<file path="config.mk">
export PLATFORM = sky130hd
export DESIGN_NAME = residue_power_and_order
export DESIGN_NICKNAME = d
export VERILOG_FILES = /design/src/rtl/rpo_pkg.sv /design/src/rtl/rpo_div.sv /design/src/rtl/rpo_dp.sv /design/src/rtl/rpo_ctl.sv /design/src/rtl/residue_power_and_order.sv
export SDC_FILE = /design/constraint.sdc
export NUM_CORES = 2
export LEC_CHECK = 0
export ABC_AREA = 1
export CAP_MARGIN = 20
export CORE_MARGIN = 2
export CORE_UTILIZATION = 40
export DETAILED_ROUTE_END_ITERATION = 7
export DONT_BUFFER_PORTS = 1
export GPL_ROUTABILITY_DRIVEN = 1
export HOLD_SLACK_MARGIN = 0.05
export PLACE_DENSITY = 0.62
export SYNTH_ARGS = -nofsm -noshare
export SYNTH_HDL_FRONTEND = slang
export SYNTH_SLANG_ARGS = --single-unit
</file>
<file path="constraint.sdc">
create_clock -name clock -period 13.45 [get_ports clock]
set_input_delay 2.0175 -clock clock [delete_from_list [all_inputs] [get_ports clock]]
set_output_delay 2.0175 -clock clock [all_outputs]
set_load 0.005 [all_outputs]
</file>
<file path="src/rtl/rpo_pkg.sv">
`timescale 1ns / 1ps

package rpo_pkg;

   // Fixed field widths
   localparam int unsigned VAL_W  = 16;
   localparam int unsigned PROD_W = 32;

   // Operation selector codes
   localparam logic [1:0] FUNC_ADD_POW = 2'd0;
   localparam logic [1:0] FUNC_MUL_POW = 2'd1;
   localparam logic [1:0] FUNC_ADD_ORD = 2'd2;
   localparam logic [1:0] FUNC_MUL_ORD = 2'd3;

   // Result status codes
   localparam logic [1:0] ST_OK       = 2'd0;
   localparam logic [1:0] ST_NOT_APPL = 2'd1;
   localparam logic [1:0] ST_NO_ORDER = 2'd2;

   // Register indexes
   localparam logic CSR_MODULUS   = 1'b0;
   localparam logic CSR_RING_KIND = 1'b1;

   // Datapath micro-operations
   typedef enum logic [5:0] {
      OP_NONE,
      OP_LOAD,
      OP_PRE_NRED,
      OP_WB_NRED,
      OP_PRE_MUL,
      OP_WB_R,
      OP_POW_E,
      OP_POW_D,
      OP_POW_Q,
      OP_PRE_RB,
      OP_PRE_BB,
      OP_WB_BB,
      OP_GCD_INIT,
      OP_PRE_AB,
      OP_WB_AB,
      OP_PRE_MA,
      OP_WB_QUO_R,
      OP_D_SET2,
      OP_PRE_MD,
      OP_D_INC,
      OP_D_DEC,
      OP_TOT_INIT,
      OP_PRE_XD,
      OP_WB_X,
      OP_PRE_TD,
      OP_WB_T,
      OP_PRE_TX,
      OP_ORD_INIT,
      OP_ASC_SKIP,
      OP_PRE_GD,
      OP_D_LAST,
      OP_RES_R,
      OP_RES_ONE,
      OP_RES_CAND,
      OP_RES_NA,
      OP_RES_NF,
      OP_PUSH
   } op_type;

   // Controller states
   typedef enum logic [4:0] {
      S_IDLE,
      S_NRED,
      S_NRED_W,
      S_MUL,
      S_MUL_W,
      S_RES_R,
      S_POWI,
      S_POW,
      S_POW_RB_W,
      S_POW_BB,
      S_POW_BB_W,
      S_POW_END,
      S_ADD,
      S_GCD,
      S_GCD_W,
      S_GDIV_W,
      S_MO,
      S_PT,
      S_PT_W,
      S_CHK1,
      S_TOT,
      S_TOT_W,
      S_TOT_X,
      S_TOTS_W,
      S_TAIL,
      S_TAIL_W,
      S_ORDI,
      S_ASC,
      S_ASC_W,
      S_DSC,
      S_DSC_W,
      S_FIN
   } state_type;

   // Datapath status toward the controller
   typedef struct packed {
      logic       div_done;
      logic       rem_zero;
      logic       quo_ge2;
      logic       m_small;
      logic [1:0] func;
      logic       kind;
      logic       n_zero;
      logic       n_one;
      logic       e_zero;
      logic       e_lsb;
      logic       b_zero;
      logic       dd_gt_m;
      logic       dd_gt_x;
      logic       dd_gt_g;
      logic       x_gt1;
      logic       d_zero;
      logic       d_ge2;
      logic       r_one;
      logic       out_free;
   } stat_type;

endpackage

</file>
<file path="src/rtl/rpo_div.sv">
`timescale 1ns / 1ps

// Restoring divider, one quotient bit per cycle
module rpo_div (
   input  logic                        clock,
   input  logic                        reset,
   input  logic                        start,
   input  logic [rpo_pkg::PROD_W-1:0]  dividend,
   input  logic [rpo_pkg::VAL_W-1:0]   divisor,
   output logic                        done,
   output logic [rpo_pkg::PROD_W-1:0]  quo,
   output logic [rpo_pkg::VAL_W-1:0]   rem
);
   import rpo_pkg::*;

   localparam int unsigned CNT_W = $clog2(PROD_W);

   logic              busy_ff, busy_in;
   logic              done_ff, done_in;
   logic [CNT_W-1:0]  cnt_ff, cnt_in;
   logic [PROD_W-1:0] quo_ff, quo_in;
   logic [VAL_W-1:0]  rem_ff, rem_in;
   logic [VAL_W-1:0]  dv_ff, dv_in;
   logic [VAL_W:0]    trial;
   logic              fits;

   // One trial subtraction
   assign trial = {rem_ff, quo_ff[PROD_W-1]};
   assign fits  = trial >= {1'b0, dv_ff};

   always_comb begin
      busy_in = busy_ff;
      done_in = 1'b0;
      cnt_in  = cnt_ff;
      quo_in  = quo_ff;
      rem_in  = rem_ff;
      dv_in   = dv_ff;
      if (start) begin
         busy_in = 1'b1;
         cnt_in  = '0;
         quo_in  = dividend;
         rem_in  = '0;
         dv_in   = divisor;
      end else if (busy_ff) begin
         quo_in = {quo_ff[PROD_W-2:0], fits};
         rem_in = fits ? VAL_W'(trial - {1'b0, dv_ff}) : trial[VAL_W-1:0];
         cnt_in = cnt_ff + 1'b1;
         if (cnt_ff == CNT_W'(PROD_W - 1)) begin
            busy_in = 1'b0;
            done_in = 1'b1;
         end
      end
   end

   always_ff @(posedge clock) begin
      if (reset) begin
         busy_ff <= 1'b0;
         done_ff <= 1'b0;
      end else begin
         busy_ff <= busy_in;
         done_ff <= done_in;
      end
      cnt_ff <= cnt_in;
      quo_ff <= quo_in;
      rem_ff <= rem_in;
      dv_ff  <= dv_in;
   end

   assign done = done_ff;
   assign quo  = quo_ff;
   assign rem  = rem_ff;

endmodule

</file>
<file path="src/rtl/rpo_dp.sv">
`timescale 1ns / 1ps

// Datapath: operand registers, multipliers, shared divider, result register
module rpo_dp #(
   parameter int unsigned MOD_WIDTH = 16
) (
   input  logic                      clock,
   input  logic                      reset,
   input  rpo_pkg::op_type           op,
   output rpo_pkg::stat_type         stat,
   input  logic [1:0]                req_tuser,   // func
   input  logic [31:0]               req_tdata,   // element, exponent
   output logic                      rsp_tvalid,
   input  logic                      rsp_tready,
   output logic [23:0]               rsp_tdata,   // value, status, zero pad
   input  logic                      csr_we,
   input  logic                      csr_index,
   input  logic [15:0]               csr_wdata
);
   import rpo_pkg::*;

   localparam int unsigned KW = (MOD_WIDTH < VAL_W) ? MOD_WIDTH : VAL_W;

   // Configuration
   logic [KW-1:0]    modulus_ff, modulus_in;
   logic             kind_ff, kind_in;

   // Working registers
   logic [1:0]       func_ff, func_in;
   logic [VAL_W-1:0] elem_ff, elem_in, exp_ff, exp_in;
   logic [VAL_W-1:0] m_ff, m_in, n_ff, n_in, e_ff, e_in, r_ff, r_in;
   logic [VAL_W-1:0] base_ff, base_in, a_ff, a_in, b_ff, b_in;
   logic [VAL_W-1:0] x_ff, x_in, t_ff, t_in, g_ff, g_in;
   logic [VAL_W-1:0] d_ff, d_in, last_ff, last_in, cand_ff, cand_in;
   logic [PROD_W-1:0] p_ff, p_in;
   logic [VAL_W-1:0] dv_ff, dv_in;
   logic             go_ff, go_in;
   logic [VAL_W-1:0] resv_ff, resv_in;
   logic [1:0]       ress_ff, ress_in;
   logic             ovld_ff, ovld_in;
   logic [VAL_W-1:0] ov_ff, ov_in;
   logic [1:0]       os_ff, os_in;

   logic              div_done;
   logic [PROD_W-1:0] quo;
   logic [VAL_W-1:0]  rem;
   logic [PROD_W-1:0] dd;
   logic              out_free;

   rpo_div u_div (
      .clock    (clock),
      .reset    (reset),
      .start    (go_ff),
      .dividend (p_ff),
      .divisor  (dv_ff),
      .done     (div_done),
      .quo      (quo),
      .rem      (rem)
   );

   assign dd       = d_ff * d_ff;
   assign out_free = !ovld_ff || rsp_tready;

   // Status toward the controller
   always_comb begin
      stat.div_done = div_done;
      stat.rem_zero = rem == '0;
      stat.quo_ge2  = quo >= PROD_W'(2);
      stat.m_small  = m_ff < VAL_W'(2);
      stat.func     = func_ff;
      stat.kind     = kind_ff;
      stat.n_zero   = n_ff == '0;
      stat.n_one    = n_ff == VAL_W'(1);
      stat.e_zero   = e_ff == '0;
      stat.e_lsb    = e_ff[0];
      stat.b_zero   = b_ff == '0;
      stat.dd_gt_m  = dd > PROD_W'(m_ff);
      stat.dd_gt_x  = dd > PROD_W'(x_ff);
      stat.dd_gt_g  = dd > PROD_W'(g_ff);
      stat.x_gt1    = x_ff > VAL_W'(1);
      stat.d_zero   = d_ff == '0;
      stat.d_ge2    = d_ff >= VAL_W'(2);
      stat.r_one    = r_ff == VAL_W'(1);
      stat.out_free = out_free;
   end

   // Configuration writes
   always_comb begin
      modulus_in = modulus_ff;
      kind_in    = kind_ff;
      if (csr_we) begin
         unique case (csr_index)
            CSR_MODULUS:   modulus_in = csr_wdata[KW-1:0];
            CSR_RING_KIND: kind_in    = csr_wdata[0];
            default:       kind_in    = kind_ff;
         endcase
      end
   end

   // Micro-operation decode
   always_comb begin
      func_in = func_ff;  elem_in = elem_ff;  exp_in  = exp_ff;
      m_in    = m_ff;     n_in    = n_ff;     e_in    = e_ff;
      r_in    = r_ff;     base_in = base_ff;  a_in    = a_ff;
      b_in    = b_ff;     x_in    = x_ff;     t_in    = t_ff;
      g_in    = g_ff;     d_in    = d_ff;     last_in = last_ff;
      cand_in = cand_ff;  p_in    = p_ff;     dv_in   = dv_ff;
      go_in   = 1'b0;     resv_in = resv_ff;  ress_in = ress_ff;
      ovld_in = ovld_ff && !rsp_tready;
      ov_in   = ov_ff;    os_in   = os_ff;
      unique case (op)
         OP_NONE: ;
         OP_LOAD: begin
            func_in = req_tuser;
            elem_in = req_tdata[15:0];
            exp_in  = req_tdata[31:16];
            m_in    = VAL_W'(modulus_ff);
         end
         OP_PRE_NRED: begin
            p_in = PROD_W'(elem_ff); dv_in = m_ff; go_in = 1'b1;
         end
         OP_WB_NRED: n_in = rem;
         OP_PRE_MUL: begin
            p_in = n_ff * exp_ff; dv_in = m_ff; go_in = 1'b1;
         end
         OP_WB_R: r_in = rem;
         OP_POW_E: begin
            r_in = VAL_W'(1); base_in = n_ff; e_in = exp_ff;
         end
         OP_POW_D: begin
            r_in = VAL_W'(1); base_in = n_ff; e_in = d_ff; cand_in = d_ff;
         end
         OP_POW_Q: begin
            r_in = VAL_W'(1); base_in = n_ff; e_in = quo[VAL_W-1:0];
            cand_in = quo[VAL_W-1:0];
         end
         OP_PRE_RB: begin
            p_in = r_ff * base_ff; dv_in = m_ff; go_in = 1'b1;
         end
         OP_PRE_BB: begin
            p_in = base_ff * base_ff; dv_in = m_ff; go_in = 1'b1;
         end
         OP_WB_BB: begin
            base_in = rem; e_in = e_ff >> 1;
         end
         OP_GCD_INIT: begin
            a_in = m_ff; b_in = n_ff;
         end
         OP_PRE_AB: begin
            p_in = PROD_W'(a_ff); dv_in = b_ff; go_in = 1'b1;
         end
         OP_WB_AB: begin
            a_in = b_ff; b_in = rem;
         end
         OP_PRE_MA: begin
            p_in = PROD_W'(m_ff); dv_in = a_ff; go_in = 1'b1;
         end
         OP_WB_QUO_R: r_in = quo[VAL_W-1:0];
         OP_D_SET2:   d_in = VAL_W'(2);
         OP_PRE_MD: begin
            p_in = PROD_W'(m_ff); dv_in = d_ff; go_in = 1'b1;
         end
         OP_D_INC: d_in = d_ff + 1'b1;
         OP_D_DEC: d_in = d_ff - 1'b1;
         OP_TOT_INIT: begin
            t_in = m_ff; x_in = m_ff; d_in = VAL_W'(2);
         end
         OP_PRE_XD: begin
            p_in = PROD_W'(x_ff); dv_in = d_ff; go_in = 1'b1;
         end
         OP_WB_X: x_in = quo[VAL_W-1:0];
         OP_PRE_TD: begin
            p_in = PROD_W'(t_ff); dv_in = d_ff; go_in = 1'b1;
         end
         OP_WB_T: begin
            t_in = t_ff - quo[VAL_W-1:0]; d_in = d_ff + 1'b1;
         end
         OP_PRE_TX: begin
            p_in = PROD_W'(t_ff); dv_in = x_ff; go_in = 1'b1;
         end
         OP_ORD_INIT: begin
            g_in = t_ff; d_in = VAL_W'(1); last_in = '0;
         end
         OP_ASC_SKIP: begin
            last_in = d_ff; d_in = d_ff + 1'b1;
         end
         OP_PRE_GD: begin
            p_in = PROD_W'(g_ff); dv_in = d_ff; go_in = 1'b1; last_in = d_ff;
         end
         OP_D_LAST: d_in = last_ff;
         OP_RES_R: begin
            resv_in = r_ff; ress_in = ST_OK;
         end
         OP_RES_ONE: begin
            resv_in = VAL_W'(1); ress_in = ST_OK;
         end
         OP_RES_CAND: begin
            resv_in = cand_ff; ress_in = ST_OK;
         end
         OP_RES_NA: begin
            resv_in = '0; ress_in = ST_NOT_APPL;
         end
         OP_RES_NF: begin
            resv_in = '0; ress_in = ST_NO_ORDER;
         end
         OP_PUSH: begin
            ovld_in = 1'b1; ov_in = resv_ff; os_in = ress_ff;
         end
         default: ;
      endcase
   end

   // Register update
   always_ff @(posedge clock) begin
      if (reset) begin
         modulus_ff <= KW'(2);
         kind_ff    <= 1'b0;
         go_ff      <= 1'b0;
         ovld_ff    <= 1'b0;
      end else begin
         modulus_ff <= modulus_in;
         kind_ff    <= kind_in;
         go_ff      <= go_in;
         ovld_ff    <= ovld_in;
      end
      func_ff <= func_in;  elem_ff <= elem_in;  exp_ff  <= exp_in;
      m_ff    <= m_in;     n_ff    <= n_in;     e_ff    <= e_in;
      r_ff    <= r_in;     base_ff <= base_in;  a_ff    <= a_in;
      b_ff    <= b_in;     x_ff    <= x_in;     t_ff    <= t_in;
      g_ff    <= g_in;     d_ff    <= d_in;     last_ff <= last_in;
      cand_ff <= cand_in;  p_ff    <= p_in;     dv_ff   <= dv_in;
      resv_ff <= resv_in;  ress_ff <= ress_in;
      ov_ff   <= ov_in;    os_ff   <= os_in;
   end

   assign rsp_tvalid = ovld_ff;
   assign rsp_tdata  = {6'd0, os_ff, ov_ff};

endmodule

</file>
<file path="src/rtl/rpo_ctl.sv">
`timescale 1ns / 1ps

// Controller: sequences the datapath micro-operations for one item
module rpo_ctl (
   input  logic               clock,
   input  logic               reset,
   input  logic               req_tvalid,
   output logic               req_tready,
   input  rpo_pkg::stat_type  stat,
   output rpo_pkg::op_type    op
);
   import rpo_pkg::*;

   state_type state_ff, state_in;
   logic      desc_ff, desc_in;
   logic      found_ff, found_in;

   // Next state
   always_comb begin
      state_in = state_ff;
      unique case (state_ff)
         S_IDLE:     if (req_tvalid) state_in = S_NRED;
         S_NRED:     state_in = stat.m_small ? S_FIN : S_NRED_W;
         S_NRED_W: begin
            if (stat.div_done) begin
               unique case (stat.func)
                  FUNC_ADD_POW: state_in = S_MUL;
                  FUNC_MUL_POW: state_in = S_POWI;
                  FUNC_ADD_ORD: state_in = S_ADD;
                  FUNC_MUL_ORD: state_in = S_MO;
                  default:      state_in = S_MO;
               endcase
            end
         end
         S_MUL:      state_in = S_MUL_W;
         S_MUL_W:    if (stat.div_done) state_in = S_RES_R;
         S_RES_R:    state_in = S_FIN;
         S_POWI:     state_in = S_POW;
         S_POW: begin
            priority if (stat.e_zero) state_in = S_POW_END;
            else if (stat.e_lsb)      state_in = S_POW_RB_W;
            else                      state_in = S_POW_BB_W;
         end
         S_POW_RB_W: if (stat.div_done) state_in = S_POW_BB;
         S_POW_BB:   state_in = S_POW_BB_W;
         S_POW_BB_W: if (stat.div_done) state_in = S_POW;
         S_POW_END: begin
            priority if (stat.func == FUNC_MUL_POW) state_in = S_FIN;
            else if (stat.r_one)                    state_in = S_FIN;
            else if (desc_ff)                       state_in = S_DSC;
            else                                    state_in = S_ASC;
         end
         S_ADD:      state_in = stat.n_zero ? S_FIN : S_GCD;
         S_GCD:      state_in = stat.b_zero ? S_GDIV_W : S_GCD_W;
         S_GCD_W:    if (stat.div_done) state_in = S_GCD;
         S_GDIV_W:   if (stat.div_done) state_in = S_RES_R;
         S_MO:       state_in = stat.kind ? S_CHK1 : S_PT;
         S_PT:       state_in = stat.dd_gt_m ? S_CHK1 : S_PT_W;
         S_PT_W:     if (stat.div_done) state_in = stat.rem_zero ? S_FIN : S_PT;
         S_CHK1:     state_in = stat.n_one ? S_FIN : S_TOT;
         S_TOT:      state_in = stat.dd_gt_x ? S_TAIL : S_TOT_W;
         S_TOT_W: begin
            if (stat.div_done) begin
               priority if (stat.rem_zero) state_in = S_TOT_X;
               else if (found_ff)          state_in = S_TOTS_W;
               else                        state_in = S_TOT;
            end
         end
         S_TOT_X:    state_in = S_TOT_W;
         S_TOTS_W:   if (stat.div_done) state_in = S_TOT;
         S_TAIL:     state_in = stat.x_gt1 ? S_TAIL_W : S_ORDI;
         S_TAIL_W:   if (stat.div_done) state_in = S_ORDI;
         S_ORDI:     state_in = S_ASC;
         S_ASC: begin
            priority if (stat.dd_gt_g) state_in = S_DSC;
            else if (stat.d_ge2)       state_in = S_ASC_W;
            else                       state_in = S_ASC;
         end
         S_ASC_W:    if (stat.div_done) state_in = stat.rem_zero ? S_POW : S_ASC;
         S_DSC:      state_in = stat.d_zero ? S_FIN : S_DSC_W;
         S_DSC_W: begin
            if (stat.div_done)
               state_in = (stat.rem_zero && stat.quo_ge2) ? S_POW : S_DSC;
         end
         S_FIN:      if (stat.out_free) state_in = S_IDLE;
         default:    state_in = S_IDLE;
      endcase
   end

   // Outputs
   always_comb begin
      op         = OP_NONE;
      req_tready = 1'b0;
      desc_in    = desc_ff;
      found_in   = found_ff;
      unique case (state_ff)
         S_IDLE: begin
            req_tready = 1'b1;
            desc_in    = 1'b0;
            found_in   = 1'b0;
            if (req_tvalid) op = OP_LOAD;
         end
         S_NRED:     op = stat.m_small ? OP_RES_NA : OP_PRE_NRED;
         S_NRED_W:   if (stat.div_done) op = OP_WB_NRED;
         S_MUL:      op = OP_PRE_MUL;
         S_MUL_W:    if (stat.div_done) op = OP_WB_R;
         S_RES_R:    op = OP_RES_R;
         S_POWI:     op = OP_POW_E;
         S_POW: begin
            priority if (stat.e_zero) op = OP_NONE;
            else if (stat.e_lsb)      op = OP_PRE_RB;
            else                      op = OP_PRE_BB;
         end
         S_POW_RB_W: if (stat.div_done) op = OP_WB_R;
         S_POW_BB:   op = OP_PRE_BB;
         S_POW_BB_W: if (stat.div_done) op = OP_WB_BB;
         S_POW_END: begin
            priority if (stat.func == FUNC_MUL_POW) op = OP_RES_R;
            else if (stat.r_one)                    op = OP_RES_CAND;
            else if (desc_ff)                       op = OP_D_DEC;
            else                                    op = OP_D_INC;
         end
         S_ADD:      op = stat.n_zero ? OP_RES_ONE : OP_GCD_INIT;
         S_GCD:      op = stat.b_zero ? OP_PRE_MA : OP_PRE_AB;
         S_GCD_W:    if (stat.div_done) op = OP_WB_AB;
         S_GDIV_W:   if (stat.div_done) op = OP_WB_QUO_R;
         S_MO:       op = stat.kind ? OP_NONE : OP_D_SET2;
         S_PT:       op = stat.dd_gt_m ? OP_NONE : OP_PRE_MD;
         S_PT_W:     if (stat.div_done) op = stat.rem_zero ? OP_RES_NA : OP_D_INC;
         S_CHK1:     op = stat.n_one ? OP_RES_ONE : OP_TOT_INIT;
         S_TOT:      op = stat.dd_gt_x ? OP_NONE : OP_PRE_XD;
         S_TOT_W: begin
            if (stat.div_done) begin
               priority if (stat.rem_zero) begin
                  op       = OP_WB_X;
                  found_in = 1'b1;
               end else if (found_ff) begin
                  op = OP_PRE_TD;
               end else begin
                  op = OP_D_INC;
               end
            end
         end
         S_TOT_X:    op = OP_PRE_XD;
         S_TOTS_W: begin
            if (stat.div_done) begin
               op       = OP_WB_T;
               found_in = 1'b0;
            end
         end
         S_TAIL:     op = stat.x_gt1 ? OP_PRE_TX : OP_NONE;
         S_TAIL_W:   if (stat.div_done) op = OP_WB_T;
         S_ORDI:     op = OP_ORD_INIT;
         S_ASC: begin
            priority if (stat.dd_gt_g) begin
               op      = OP_D_LAST;
               desc_in = 1'b1;
            end else if (stat.d_ge2) begin
               op = OP_PRE_GD;
            end else begin
               op = OP_ASC_SKIP;
            end
         end
         S_ASC_W:    if (stat.div_done) op = stat.rem_zero ? OP_POW_D : OP_D_INC;
         S_DSC:      op = stat.d_zero ? OP_RES_NF : OP_PRE_GD;
         S_DSC_W: begin
            if (stat.div_done)
               op = (stat.rem_zero && stat.quo_ge2) ? OP_POW_Q : OP_D_DEC;
         end
         S_FIN:      if (stat.out_free) op = OP_PUSH;
         default:    op = OP_NONE;
      endcase
   end

   always_ff @(posedge clock) begin
      if (reset) begin
         state_ff <= S_IDLE;
         desc_ff  <= 1'b0;
         found_ff <= 1'b0;
      end else begin
         state_ff <= state_in;
         desc_ff  <= desc_in;
         found_ff <= found_in;
      end
   end

endmodule

</file>
<file path="src/rtl/residue_power_and_order.sv">
`timescale 1ns / 1ps

// Channel   Direction  Handshake               Payload
// req       in         req_tvalid/req_tready   tuser: func; tdata: element, exponent
// rsp       out        rsp_tvalid/rsp_tready   tdata: value, status
// csr       in         csr_we                  csr_index, csr_wdata
//
// One item at a time; every modular reduction goes through one shared
// 32-bit restoring divider. Powers take up to 2 divisions per exponent
// bit; the multiplicative order runs trial division of m and phi(m) plus
// one power per divisor tried. Synchronous active-high reset; modulus
// resets to 2, ring kind to 0. A waiting result does not stop the next
// item from being accepted; the new result waits until the output
// register is free.
module residue_power_and_order #(
   parameter int unsigned MOD_WIDTH = 16
) (
   input  logic        clock,
   input  logic        reset,
   input  logic        req_tvalid,
   output logic        req_tready,
   input  logic [1:0]  req_tuser,   // [1:0] func
   input  logic [31:0] req_tdata,   // [15:0] element, [31:16] exponent
   output logic        rsp_tvalid,
   input  logic        rsp_tready,
   output logic [23:0] rsp_tdata,   // [15:0] value, [17:16] status, rest zero
   input  logic        csr_we,
   input  logic        csr_index,
   input  logic [15:0] csr_wdata
);
   import rpo_pkg::*;

   op_type   op;
   stat_type stat;

   rpo_ctl u_ctl (
      .clock      (clock),
      .reset      (reset),
      .req_tvalid (req_tvalid),
      .req_tready (req_tready),
      .stat       (stat),
      .op         (op)
   );

   rpo_dp #(
      .MOD_WIDTH (MOD_WIDTH)
   ) u_dp (
      .clock      (clock),
      .reset      (reset),
      .op         (op),
      .stat       (stat),
      .req_tuser  (req_tuser),
      .req_tdata  (req_tdata),
      .rsp_tvalid (rsp_tvalid),
      .rsp_tready (rsp_tready),
      .rsp_tdata  (rsp_tdata),
      .csr_we     (csr_we),
      .csr_index  (csr_index),
      .csr_wdata  (csr_wdata)
   );

endmodule

</file>
=== Yosys cells after proc, flatten, opt, wreduce, memory -nomap -nowiden ===
Index checks and enable logic that the tools add are counted.

* Bits in registers: 423
* Bits in latches: 0
* RAM bits: 0
* Bits in read-only memories: 0
* Input bits: 56
* Memories: 0

* Add/subtract/negate cells: 5
* Multiply operators: 4
* Div/mod/pow operators: 0
* $lt $le $gt $ge: 8
* Equality and inequality tests: 88
* Shift operators: 0
* Mux-type cells: 100
* Bitwise operators: 2
* Reductions and logical operators: 48

{| class="wikitable"
|+ Operator list
! cell !! count
|-
| 32-bit one-hot mux with 9 select lines || 1
|-
| 16-bit one-hot mux with 2 select lines || 7
|-
| 6-bit one-hot mux with 30 select lines || 1
|-
| 16-bit one-hot mux with 5 select lines || 2
|-
| 5-bit one-hot mux with 31 select lines || 1
|-
| 5-bit 2-to-1 mux || 30
|-
| 16-bit by 16-bit multiplier with 32-bit output || 4
|-
| 16-bit one-hot mux with 4 select lines || 2
|-
| 6-bit by 5-bit == test with 1-bit output (second input constant) || 16
|-
| 32-bit by 16-bit > comparator with 1-bit output || 3
|-
| 6-bit 2-to-1 mux || 15
|-
| 5-bit == test (second input constant) || 17
|-
| 16-bit zero test || 5
|-
| 32-bit 2-to-1 mux || 2
|-
| 6-bit by 4-bit == test with 1-bit output (second input constant) || 8
|-
| 16-bit one-hot mux with 3 select lines || 1
|-
| 5-bit by 4-bit == test with 1-bit output (second input constant) || 8
|-
| 16-bit by 1-bit == test with 1-bit output (second input constant) || 2
|-
| 32-bit by 2-bit greater-or-equal comparator with 1-bit output (second input constant) || 1
|-
| 16-bit subtractor || 2
|-
| 6-bit == test (second input constant) || 5
|-
| 2-bit by 1-bit inequality test with 1-bit output (second input constant) || 13
|-
| 6-bit by 3-bit == test with 1-bit output (second input constant) || 4
|-
| 4-bit 2-to-1 mux || 6
|-
| other kinds (41) || 99
|}

=== Logic depth before layout (Yosys ltp) ===
* Depth in word-level cells: 8
* Gate-level depth with buffers: 58

=== Hierarchy ===
A second synthesis with hierarchy kept.

* Cells, all modules: 7187
* Area total of the unflattened synthesis: 56633.1 um^2

{| class="wikitable"
|+ Modules (own cells, without submodules)
! module !! times used !! cells an instance !! area each (um^2)
|-
| rpo_dp || 1 || 6333 || 50937.6
|-
| rpo_div || 1 || 507 || 4015.1
|-
| rpo_ctl || 1 || 347 || 1680.4
|}

=== Worst setup path after synthesis ===
Ideal clock, no wire load.

* Path kind: reg2reg
* Start: reg u_dp.d_ff[11]
* End: reg u_dp.d_ff[14], data pin
* Data arrival time: 9253 ps
* Required time: 13186 ps
* Setup slack: 3933 ps
* Cell stages (with the launch flop): 49
* Buffers on the path: 2
* Cell sequence: edfxtp_1 clkbuf_1 clkbuf_1 nand2_1 fa_1 fa_1 inv_1 fa_1 fa_1 fa_1 fa_1 ha_1 nand2_1 inv_2 nand2_1 nand2_1 inv_1 nand3_2 [13 not listed] nand4_1 nand2_1 nor2_1 inv_1 fa_1 nor2_1 o21a_1 nor2_1 o21ai_0 a31oi_1 o21ai_0 a21oi_1 o21bai_1 nand2_1 nand2_1 a21oi_1 xor2_1 o21ai_0

* Word-level cells in the longest chain between the ends: 7
* Elaborated cells between the ends (all ways): 25
* Those cells by class: add/sub (2); mul (1); order compare (4); eq/ne (8); mux (7); reduce/logical (3)

{| class="wikitable"
|+ RTL lines
! element !! RTL line !! text
|-
| start: declaration || rpo_dp.sv:34 || <nowiki>logic [VAL_W-1:0] d_ff, d_in, last_ff, last_in, cand_ff, cand_in;</nowiki>
|-
| start signal: assignment || rpo_dp.sv:230 || <nowiki>g_ff <= g_in; d_ff <= d_in; last_ff <= last_in;</nowiki>
|-
| 16-bit by 16-bit multiplier with 32-bit output / 16-bit by 2-bit greater-or-equal comparator with 1-bit output (equally long branches) || rpo_dp.sv:61, rpo_dp.sv:82 ||
|-
| 32-bit by 16-bit > comparator with 1-bit output (tied with other cells) || rpo_dp.sv:79 || <nowiki>stat.dd_gt_g = dd > PROD_W'(g_ff);</nowiki>
|-
| 6-bit 2-to-1 mux (tied with other cells) || rpo_ctl.sv:155 || <nowiki>priority if (stat.dd_gt_g) begin</nowiki>
|-
| 6-bit one-hot mux with 30 select lines || rpo_ctl.sv:96 || <nowiki>unique case (state_ff)</nowiki>
|-
| 6-bit by 5-bit == test with 1-bit output || rpo_dp.sv:111 || <nowiki>unique case (op)</nowiki>
|-
| 3-bit OR reduction (no source line) / 2-bit OR reduction (equally long branches) || n/a ||
|-
| 16-bit one-hot mux with 5 select lines * || rpo_dp.sv:111 ||
|-
| named net u_dp.d_in[14] || rpo_dp.sv:34 ||
|}

The timed path passes the listed nets; every way through them passes the cells marked *.
A chain may end at the register's enable or synchronous reset.

=== Final worst setup path ===
* Start: reg u_dp.d_ff[9]
* End: reg u_dp.d_ff[14], data pin

Same word-level chain as after synthesis.

==> qor.csv <==
stage,metric,value,unit
yosys,netlist_area,54700,sq um
clocking,cts-htree-levels,2,
detailed_routing,drt-initial-drc-count,3652,
clocking,tritoncts_clock_tree,yes,
floorplan,die_w,374,microns
min_path,holdCritPathClass,reg -> reg,
sta,report.final.setup_viol,0,
worst_setup_path,max_stage_delay,0.75,ns
detailed_routing,viasPerCell,5.19,
place,instance_count_after_placement_with_tap_cells_included,8282,
clocking,cts.sinks,423,
sta,achievable-frequency,0.0929,GHz
yosys,synthTopCellsByArea,"fa_1, edfxtp_1, nand2_1, ha_1, inv_1",
sta,hold_viol,0,
worst_setup_path,crit_path_end_kind,flop,
sta,fin_crit,10.76,ns
run,drv.max_cap_violation_count,0,
sta,unrepaired_setup_endpoints_after_global_routing,no,
clocking,cts_hold_buffers,0,
finish,fraction_of_layout_instances_using_a_drive_strength_above_1,4.28,%
detailed_routing,antenna_violating_nets_post_route,0,
floorplan,die_area,140000,sq um
detailed_routing,routed-via-count,43400,
worst_setup_path,worst_path_max_delay_cell,edfxtp_1,
worst_setup_path,data_required_critical_path,13.79,ns
detailed_routing,detail_route.wl_per_cell,20.5,microns
global_routing,pin_count_of_the_biggest_net_entering_global_routing,68,
yosys,postSynthAreaPerCell,8.18,sq um
yosys,synth.yosys.warnings,0,
detailed_routing,drcViolationCount,0,
clocking,cts_made_buffers,47,
detailed_routing,drt_pre_antenna_iters,6,
global_routing,grt_antenna_before_repair,5,
power_and_ir_drop,swShare,48.6,%
sta,setup_tns,0,ns
yosys,netlist.area_leader.share,26.3,%
global_routing,total_gr_overflow,0,
yosys,synth.yosys.seq_area_share,22.3,%
clocking,post-cts-setup-buffers,0,
place,place_congestion,0.990,
worst_setup_path,crit_path_start_kind,flop,
finish,syn_to_final_growth,6.16,%
floorplan,site_row_count,135,
worst_setup_path,worst-path-max-fanout,20,
power_and_ir_drop,power.switching,0.00368,W
yosys,yosysTopAreaCell,fa_1,
floorplan,initial_core_utilization,40.4,%
yosys,post_synth_num_cell_types,63,
floorplan,die_height,374,microns
yosys,synth_commonest_cells,"nand2_1, inv_1, fa_1, ha_1, edfxtp_1",
power_and_ir_drop,share_seq_of_total_power,22.5,%
sta,tightest_slew,1.14,ns
clocking,clock_latency_of_the_later_clocked_register_in_the_worst_skew_pair,0.65,ns
detailed_routing,drt-total-wl,171000,microns
yosys,synth_ff_type,edfxtp_1,
finish,finish.utilization,42.8,%
power_and_ir_drop,clkPwrFrac,17.8,%
worst_setup_path,worst_setup_path_startpoint,u_dp.d_ff[9],
sta,final.period_utilization,80.0,%
power_and_ir_drop,cellLeakagePower,30.1,nW
clocking,clk_pin_slew,0.07,ns
global_routing,grt_pass1_wl,264000,microns
power_and_ir_drop,power_density,131,nW/um^2
global_routing,grt_pass1_vias,44200,
floorplan,ios,82,
floorplan,placeable_area,135000,sq um
yosys,post_synth_inst_count,6683,
sta,fin_worst_hold_slack,0.419,ns
min_path,hold_path_start,u_dp.dv_ff[15],
sta,max-slew-margin-rel,23.7,%
power_and_ir_drop,fin_total_pwr,0.00758,W
worst_setup_path,critPathArrivalTime,11.10,ns
finish,post_layout_nonfiller_instances,8373,
place,place.port_buffers,0,
clocking,maximum_root_to_sink_buffer_count,3,
yosys,yosys_register_bits,423,
global_routing,track_usage,24.7,%
yosys,synth_enable_flop_cells,374,
place,dp_hpwl,135000,microns
power_and_ir_drop,power.combinational.fraction,59.8,%
run_status,status,finished clean,
worst_setup_path,critical_path_class,reg -> reg,
yosys,asyncSetResetFlopFracSynth,0,%
finish,num-nets-final,7831,
sta,clock_skew,0.0418,ns
worst_setup_path,critical_path.most_common_cell,nand2_1,
yosys,most_frequently_used_cell_type_in_the_post_synthesis_netlist,nand2_1,
worst_setup_path,critical_path.reg2reg.startpoint,u_dp.d_ff[9],
power_and_ir_drop,power_report.internal_total,0.00389,W
clocking,post_cts.resized_instances,0,
power_and_ir_drop,max-vdd-ir-drop,269,uV
clocking,cts_root_buffer_type,clkbuf_16,
sta,final_max_slew_viol_count,0,
## metrics by stage
step	cell area, sq um	setup slack (ns)
2_1_floorplan	54700	3.93
3_3_place_gp	56400	2.98
3_5_place_dp	56400	2.79
4_1_cts	58000	2.73
5_1_grt	58000	1.80
6_report	58000	2.69
## layout by cell type (no fill, tap or decap), types with 18 or more instances in the layout
master	synthesis	routed
a21oi_1	199	199
o211ai_1	33	33
o22ai_1	18	18
edfxtp_1	374	374
clkbuf_16	0	50
xnor2_1	54	54
inv_2	25	25
nand4_1	89	89
buf_4	10	68
fa_1	717	717
nor4_1	28	28
ha_1	506	506
or2_2	47	47
nand3b_1	18	18
nand2_1	1687	1685
nor2_1	277	274
o2111ai_1	21	21
inv_1	1593	1593
xor2_1	48	48
nor3_1	42	41
nand3_1	192	192
o21ai_0	268	268
dfxtp_1	49	48
## sequential cells by signal, indices dropped and copies added (netlist names), 16 cells and up
register / cells
u_dp.elem_ff: 16
u_dp.d_ff: 16
u_dp.p_ff: 32
u_dp.dv_ff: 16
u_dp.resv_ff: 16
u_dp.x_ff: 16
u_dp.n_ff: 16
u_dp.base_ff: 16
u_dp.b_ff: 16
u_dp.exp_ff: 16
u_dp.m_ff: 16
u_dp.g_ff: 16
u_dp.last_ff: 16
u_dp.e_ff: 16
u_dp.a_ff: 16
u_dp.ov_ff: 16
u_dp.u_div.quo: 32
u_dp.cand_ff: 16
u_dp.t_ff: 16
u_dp.modulus_ff: 16
u_dp.u_div.dv_ff: 16
u_dp.r_ff: 16
u_dp.u_div.rem: 16
## critical path, delay by kind of cell (launching register included)
family / cells / cell delay [ns]
xor+xnor: 2 / 0.59
compound gates: 9 / 1.51
fa+ha+maj: 9 / 4.06
simple gates: 21 / 2.54
flops: 1 / 0.75
buf+inv: 12 / 1.06
## logic make-up after synthesis
logic type	synth area share, %
simple gates	18.8
flops	22.3
other cells	0.00686
buf+inv	13.1
compound gates	6.35
xor+xnor	1.63
fa+ha+maj	37.8
## path summary, 6_finish.rpt
check / endpoint / slack (ns) / cells after the start
worst max-delay path: u_dp.d_ff[14] / 2.69 / 53
worst min-delay path: u_dp.u_div.dv_ff[15] / 0.42 / 0
worst max register to register: u_dp.d_ff[14] / 2.69 / 53
worst min register to register: u_dp.u_div.dv_ff[15] / 0.42 / 0
## layer usage
metal	share of wire [%]	track usage, %	routed length, microns
met1	42	33.1	72100
met2	45	39.6	77000
met3	8.1	4.28	14000
met4	4.9	10.4	8330
met5	0	0	0
## power groups by stage
stage	clock (W)	combinational [W]	sequential, W
3_3_place_gp	0	0.00441	0.00172
5_1_grt	0.00140	0.00518	0.00171
3_5_place_dp	0	0.00444	0.00172
4_1_cts	0.00136	0.00448	0.00170
2_1_floorplan	0	0.00319	0.00164
6_report	0.00135	0.00453	0.00170
## area by class of cell
type,count,area [sq um]
Sequential cell,423,12200
Inverter,1626,6110
Antenna cell,1,2.50
Fill cell,13600,77400
Clock buffer,60,1330
Timing Repair Buffer,70,546
Clock inverter,28,250
Tap cell,1781,2230
Multi-Input combinational cell,4384,35400
No activity file was read; power rests on OpenSTA's default activity.
